File: src/hdl/mbsrs_pkg.sv
// Shared types, constants and the mirror offset table for the bus read slave.
// Used by every module of the block; depends on nothing.
`default_nettype none

package mbsrs_pkg;

  localparam int MIRROR_BYTES = 256;
  localparam int MIDX_W = (MIRROR_BYTES > 1) ? $clog2(MIRROR_BYTES) : 1;
  localparam int AD_W = 16;
  localparam int BYTE_W = 8;
  localparam int CNT_W = 32;
  localparam int OFS_VALUES = 256;

  typedef logic [MIDX_W-1:0] midx_t;
  typedef logic [BYTE_W-1:0] byte_t;
  typedef logic [AD_W-1:0] ad_t;
  typedef logic [CNT_W-1:0] cnt_t;

  typedef enum logic [1:0] {
    OP_IDLE  = 2'd0,
    OP_READ  = 2'd1,
    OP_WRITE = 2'd2
  } op_t;

  // One request as it leaves the front stage, mirror bytes already fetched.
  typedef struct packed {
    logic  kind;      // 1: mirror byte load
    logic  cs_act;    // chip select asserted
    logic  rd_act;    // read strobe asserted
    logic  wr_act;    // write strobe asserted
    logic  sel_edge;  // first selected sample since select went high
    logic  odd;       // latched address is odd
    ad_t   ad;
    byte_t lo;
    byte_t hi;
  } s1_item_t;

  // Byte offset (0..255) folded onto the mirror size.
  typedef midx_t mod_tbl_t [OFS_VALUES];

  function automatic mod_tbl_t build_mod_table();
    mod_tbl_t tbl;
    for (int i = 0; i < OFS_VALUES; i++) begin
      tbl[i] = midx_t'(i % MIRROR_BYTES);
    end
    return tbl;
  endfunction

  localparam mod_tbl_t MOD_TABLE = build_mod_table();

endpackage

`default_nettype wire

File: src/hdl/mbsrs_core.sv
// Bus state update and result register: drivers, counters, address capture.
// Depends on mbsrs_pkg.
`default_nettype none

module mbsrs_core
  import mbsrs_pkg::*;
(
  input  wire logic     clk,
  input  wire logic     rst,
  input  wire logic     s1_valid,
  output logic          s1_ready,
  input  wire s1_item_t s1,
  output logic          out_valid,
  input  wire logic     out_ready,
  output op_t           op,
  output ad_t           out_value,
  output logic          driving,
  output cnt_t          edge_count,
  output cnt_t          read_count,
  output cnt_t          write_count,
  output ad_t           edge_addr_reg,
  output ad_t           read_addr_reg,
  output ad_t           addr_or_reg,
  output byte_t         served_byte
);

  logic advance;
  op_t   op_next;
  ad_t   out_value_next;
  logic  driving_next;
  cnt_t  edge_count_next, read_count_next, write_count_next;
  ad_t   edge_addr_next, read_addr_next, addr_or_next;
  byte_t served_byte_next;

  assign s1_ready = !out_valid || out_ready;
  assign advance  = s1_valid && s1_ready;

  always_comb begin
    op_next          = OP_IDLE;
    out_value_next   = out_value;
    driving_next     = driving;
    edge_count_next  = edge_count;
    read_count_next  = read_count;
    write_count_next = write_count;
    edge_addr_next   = edge_addr_reg;
    read_addr_next   = read_addr_reg;
    addr_or_next     = addr_or_reg;
    served_byte_next = served_byte;
    if (!s1.kind) begin
      if (!s1.cs_act) begin
        driving_next = 1'b0;
      end else begin
        if (s1.sel_edge) begin
          edge_count_next = edge_count + cnt_t'(1);
          edge_addr_next  = s1.ad;
          addr_or_next    = addr_or_next | s1.ad;
        end
        if (s1.rd_act) begin
          // odd address: high byte reads as zero
          out_value_next = {(s1.odd ? byte_t'(0) : s1.hi), s1.lo};
          if (!driving) begin
            read_addr_next   = s1.ad;
            addr_or_next     = addr_or_next | s1.ad;
            read_count_next  = read_count + cnt_t'(1);
            served_byte_next = s1.lo;
          end
          driving_next = 1'b1;
          op_next      = OP_READ;
        end else if (s1.wr_act) begin
          driving_next     = 1'b0;
          write_count_next = write_count + cnt_t'(1);
          op_next          = OP_WRITE;
        end
      end
    end
  end

  always_ff @(posedge clk) begin
    if (rst) begin
      out_valid     <= 1'b0;
      op            <= OP_IDLE;
      out_value     <= '0;
      driving       <= 1'b0;
      edge_count    <= '0;
      read_count    <= '0;
      write_count   <= '0;
      edge_addr_reg <= '0;
      read_addr_reg <= '0;
      addr_or_reg   <= '0;
      served_byte   <= '0;
    end else begin
      if (advance) begin
        out_valid     <= 1'b1;
        op            <= op_next;
        out_value     <= out_value_next;
        driving       <= driving_next;
        edge_count    <= edge_count_next;
        read_count    <= read_count_next;
        write_count   <= write_count_next;
        edge_addr_reg <= edge_addr_next;
        read_addr_reg <= read_addr_next;
        addr_or_reg   <= addr_or_next;
        served_byte   <= served_byte_next;
      end else if (out_ready) begin
        out_valid <= 1'b0;
      end
    end
  end

  // A write strobe without a read strobe releases the drivers.
  a_write_releases: assert property (@(posedge clk) disable iff (rst)
    (out_valid && op == OP_WRITE) |-> !driving)
    else $error("drivers enabled after a write strobe");

  // The read counter moves only on a served read with drivers on.
  a_read_count: assert property (@(posedge clk) disable iff (rst)
    (!$past(rst) && !$stable(read_count)) |-> (op == OP_READ && driving))
    else $error("read count changed without a served read");

  // The write counter moves only on a seen write.
  a_write_count: assert property (@(posedge clk) disable iff (rst)
    (!$past(rst) && !$stable(write_count)) |-> (op == OP_WRITE && !driving))
    else $error("write count changed without a write");

  // State may change only when a request moves into the result register.
  a_hold_on_stall: assert property (@(posedge clk) disable iff (rst)
    (out_valid && !out_ready) |=> ($stable(edge_count) && $stable(out_value)))
    else $error("state changed while result stalled");

endmodule

`default_nettype wire

File: config.mk
export PLATFORM = sky130hd
export DESIGN_NAME = mbsrs_core
export DESIGN_NICKNAME = d
export VERILOG_FILES = /design/src/hdl/mbsrs_pkg.sv /design/src/hdl/mbsrs_core.sv
export SDC_FILE = /design/constraint.sdc
export NUM_CORES = 1
export LEC_CHECK = 0
export BUFFER_PORTS_ARGS = -buffer_cell sky130_fd_sc_hd__buf_2
export CORE_ASPECT_RATIO = 2
export CORE_MARGIN = 2
export CORE_UTILIZATION = 44
export DETAILED_ROUTE_END_ITERATION = 10
export GPL_ROUTABILITY_DRIVEN = 1
export PLACE_DENSITY = 0.7
export SLEW_MARGIN = 10
export SYNTH_ARGS = -nofsm -noshare
export SYNTH_HDL_FRONTEND = slang
export SYNTH_SLANG_ARGS = --single-unit
File: constraint.sdc
create_clock -name clk -period 2.7 [get_ports clk]
set_input_delay 0.54 -clock clk [delete_from_list [all_inputs] [get_ports clk]]
set_output_delay 0.54 -clock clk [all_outputs]
set_load 0.05 [all_outputs]
Yosys cells after proc, flatten, opt, wreduce, memory -nomap -nowiden
Cells that the tools add are included.
{"block": "totals", "regBits": 172, "in_bits": 42, "out_inout_bits": 173, "wordCells": 45}
{"block": "classes", "add_sub_neg": 3, "n_eq_ne": 1, "n_mux": 15, "bitwise_logic": 5, "n_reduce_logical": 10}
{"cell": "adder 32 x 1 -> 32 bit, second input constant", "n": 3}
{"cell": "two-way mux 16 bit", "n": 5}
{"cell": "OR 16 bit", "n": 2}
{"cell": "AND reduction 5 bit", "n": 2}
{"cell": "two-way mux 2 bit", "n": 4}
{"cell": "two-way mux 8 bit", "n": 1}
{"cell": "AND reduction 4 bit", "n": 2}
{"cell": "AND reduction 3 bit", "n": 2}
{"cell": "two-way mux 1 bit", "n": 5}
{"cell": "inequality test 3 bit, second input constant", "n": 1}
{"cell": "inverter 1 bit", "n": 3}
{"cell": "nonzero test 2 bit", "n": 1}
{"cell": "logical AND 1 bit", "n": 1}
{"cell": "zero test 1 bit", "n": 1}
{"cell": "logical OR 1 bit", "n": 1}

Longest topological paths before layout
{"block": "logic_depth", "depth_word": 7, "ltp_mapped": 9, "ltp_nobuf": 6}

Worst setup path after synthesis
Ideal clock, no wire load.
{"block": "synth_timing", "path_kind": "register -> register", "start": "register read_count[0]", "end": "register read_count[26]", "arrival_time_ps": 2358, "path_slack_ps": 221, "stages_incl_launch_ff": 9, "period_less_slack_ps": 2479, "cell_sequence": "dfxtp_1 > ha_1 > and3b_1 > clkbuf_1 > nand4_1 > or3_1 > clkbuf_1 > nor3_1 > mux2_2"}
{"block": "synth_between", "elab_chain_cells": 1}
{"element": "from (decl)", "line_no": "mbsrs_core.sv:19", "source": "output cnt_t read_count,"}
{"element": "from (signal assigned)", "line_no": "mbsrs_core.sv:98", "source": "read_count <= read_count_next;"}
{"element": "adder 32 x 1 -> 32 bit", "line_no": "mbsrs_core.sv:64", "source": "read_count_next = read_count + cnt_t'(1);"}
Every way passes these cells.
A chain may end at the register's enable or synchronous reset.

Worst setup path after layout
{"block": "layout_timing", "start": "register edge_count[11]", "end": "register edge_count[31]"}
{"block": "layout_between", "elab_chain_cells": 1}
{"element": "from (decl)", "line_no": "mbsrs_core.sv:18", "source": "output cnt_t edge_count,"}
{"element": "from (signal assigned)", "line_no": "mbsrs_core.sv:97", "source": "edge_count <= edge_count_next;"}
{"element": "adder 32 x 1 -> 32 bit", "line_no": "mbsrs_core.sv:54", "source": "edge_count_next = edge_count + cnt_t'(1);"}
Every way passes these cells.

==> flow_metrics.tcl <==
set metrics [dict create \
    status "completed" \
    post_cts.resized_instances 0 \
    post_route_cells_drive_above_1_share_pct 26.48 \
    max-vdd-ir-drop_mv 0.5342 \
    path_class "reg -> reg" \
    cts.htree.levels 4 \
    pin_count 215 \
    critical_path_arrival_ns 2.46 \
    utilization_of_the_core_after_routing_pct 57.53 \
    cts.reportedPaths.clkPinSlew_ns 0.07 \
    floorplan.core_area_um2 15780 \
    power_per_cell_area_nw_per_um2 604.8 \
    commonest_cells_after_routing_fill_and_taps_aside "buf_2, dfxtp_1, nand2_1, a21oi_1, nor2_1" \
    grt_start_max_net_pins 66 \
    syn_nets 907 \
    cp_data_required_time_ns 3.01 \
    critPathMaxStageDelay_ns 0.64 \
    r2r_start "edge_count[11]" \
    die_h_um 183.8 \
    n_fill_cell 1523 \
    maxCapViolCount 0 \
    syn-mean-instance-area_um2 8.255 \
    clockPowerShare_pct 47.6 \
    slew_violations 0 \
    unrepaired_setup_endpoints_after_global_routing "false" \
    place.detailed.hpwl_mm 14.69 \
    synthDistinctLibCells 43 \
    remaining_drc_errors 0 \
    numCtsBuffers 17 \
    global_route.usage.total_pct 23.05 \
    post_synth_main_area_contributors "dfxtp_1, nand2_1, a21oi_1" \
    largest_registers "edge_count x32, read_count x32, write_count x32" \
    drtIter0Drc 269 \
    antenna_violations_before_repair 0 \
    switching_share_pct 24.60 \
    timing_worst_slew_pin_value_ns 0.6694 \
    ctsRootBufferMaster "clkbuf_16" \
    first_global_vias 6286 \
    diodes 0 \
    layout-area-overhead-vs-synth_pct 27.57 \
    end_kind "flop" \
    post-synth-top-area-cell "dfxtp_1" \
    netlist_instances 862 \
    insertion_delay_ns 0.43 \
    hold_path.startpoint "s1[14]" \
    netlist.area_leader.share_pct 48.39 \
    routed_wirelength_mm 19.93 \
    final_setup_violation_count 0 \
    routed_via_density 5.269 \
    grt_overflow 0 \
    achievable-frequency_mhz 464.8 \
    mostFrequentLayoutCell "buf_2" \
    synth.ff_latch_count 172 \
    placementRows 65 \
    cpMostUsedCell "nand4_1" \
    critical_path_maximum_fanout 5 \
    cts-hold-fix-buffers 0 \
    die_w_um 93.92 \
    global_route_wire_length_before_repair_mm 31.86 \
    placement.io_buffers 214 \
    initial_utilization_pct 45.10 \
    finalHoldWorstSlack_ns 0.3558 \
    slew_headroom_pct 55.37 \
    fin_cells 1285 \
    tritoncts_num_sinks 172 \
    cts-root-to-sink-buffers 2 \
    comb_power_share_pct 5.5 \
    cts_tree "yes" \
    setup_tns_ns 0 \
    crit_path_start "edge_count[11]" \
    synth.cell_area_um2 7116 \
    drt_first_pass_iters 4 \
    post-route-period-util_pct 79.69 \
    yosys_warnings 0 \
    placed_cells 1253 \
    worstPathCellList "nand4_1 > or4b_1 > nor3_2 > nand4_1 > mux2_2" \
    element_type_at_the_critical_path_start "flop" \
    gp_congestion 0.8298 \
    cellLeakagePower_nw 3.651 \
    power.share.sequential_pct 46.9 \
    netSwitchingPower_mw 1.350 \
    vias 6771 \
    final.setup_skew_ns 0.01198 \
    nNetsFinal 1116 \
    finalWorstPathRequiredPeriod_ns 2.152 \
    yosysSeqAreaShare_pct 48.39 \
    placed_area_um2 8456 \
    drt-wirelength-per-cell_um 15.51 \
    finalInstanceArea_um2 9077 \
    die-area_um2 17270 \
    internal-power_mw 4.139 \
    holdCritPathClass "in -> reg" \
    timing_hold_violations_final 0 \
    post-cts-setup-buffers 0 \
    final_ant_viol_nets 0 \
    cpMaxStageDelayCell "or4b_1" \
]
## worst paths after layout
path / to / slack, ns / cells past startpoint
hold reg to reg: out_value[14] / 0.45 / 2
setup / recovery: edge_count[31] / 0.55 / 5
setup reg to reg: edge_count[31] / 0.55 / 5
hold / removal: out_value[6] / 0.36 / 3
## routing by layer
layer  track usage [%]  up-vias  share of wire [%]
li1                  -     3382                  -
met1             25.74     3173                 39
met2             41.57      189                 54
met3             4.838       27                4.9
met4             9.507        0                2.3
met5                 0        -                  0
## power groups by stage
stage	logic, mW	clock network [mW]	registers [mW]
final	0.303	2.61	2.58
after global routing	0.326	2.77	2.58
after CTS	0.306	2.66	2.57
after detailed placement	0.306	0	2.63
after global placement	0.304	0	2.63
after floorplan	0.103	0	2.72
## worst max-delay path, delay by kind of cell (launching register included)
kind             cells  cell delay (ns)
DFF                  1             0.45
and+or+nand+nor      4             1.30
muxes                1             0.29
## metrics by stage
| step | power, mW | setup slack [ns] |
|---|---|---|
| floorplan | 2.825 | 0.2211 |
| detailed placement | 2.939 | 0.1435 |
| global route | 5.672 | 0.3597 |
| CTS | 5.545 | 0.5625 |
| global placement | 2.937 | 0.1811 |
| finish | 5.490 | 0.5483 |
## cells by family (layout without fill, tap and decap cells)
kind of cell	after synthesis	after routing	share of synthesized area, %
mux	5	5	0.7737
fa+ha+maj	3	3	0.5276
compound gates	137	137	9.935
xor+xnor	60	60	7.385
flops	172	172	48.39
simple gates	424	424	29.56
buf+inv	61	283	3.429
## area by class of cell
type | count | area [um^2] | area share [%]
repair buffers | 236 | 1276 | 14.06
well taps | 201 | 251.5 | 2.770
clock inverters | 14 | 192.7 | 2.123
inverters | 15 | 56.30 | 0.6203
multi-input cells | 629 | 3428 | 37.77
clock buffers | 18 | 429.2 | 4.728
flip-flops and latches | 172 | 3443 | 37.93
## cell usage after synthesis
cell / instances
and3b_1: 1
and3_2: 1
and4bb_2: 1
and2_1: 4
xnor2_1: 54
ha_1: 3
or3_2: 5
and4_1: 15
nand2b_1: 3
nand4bb_1: 1
o21ai_0: 23
nor2_1: 91
or4b_1: 1
nor4b_1: 3
o31ai_1: 3
mux2_2: 4
buf_6: 1
or4_1: 2
nor2b_4: 1
nor2b_1: 7
or3_1: 20
mux2i_1: 1
nand3b_1: 8
nand2_1: 146
buf_2: 6
clkbuf_1: 39
and3_1: 5
xor2_1: 6
dfxtp_1: 172
nor3_2: 1
and4b_1: 1
inv_1: 15
nand4_1: 23
a31o_2: 3
nor3b_1: 1
a21oi_1: 107
nand3_1: 32
or3_4: 1
or4b_2: 2
or2_2: 1
nor3_1: 22
nor4_1: 25
a21o_1: 1
Note: power is estimated with default switching activity, not from simulation.
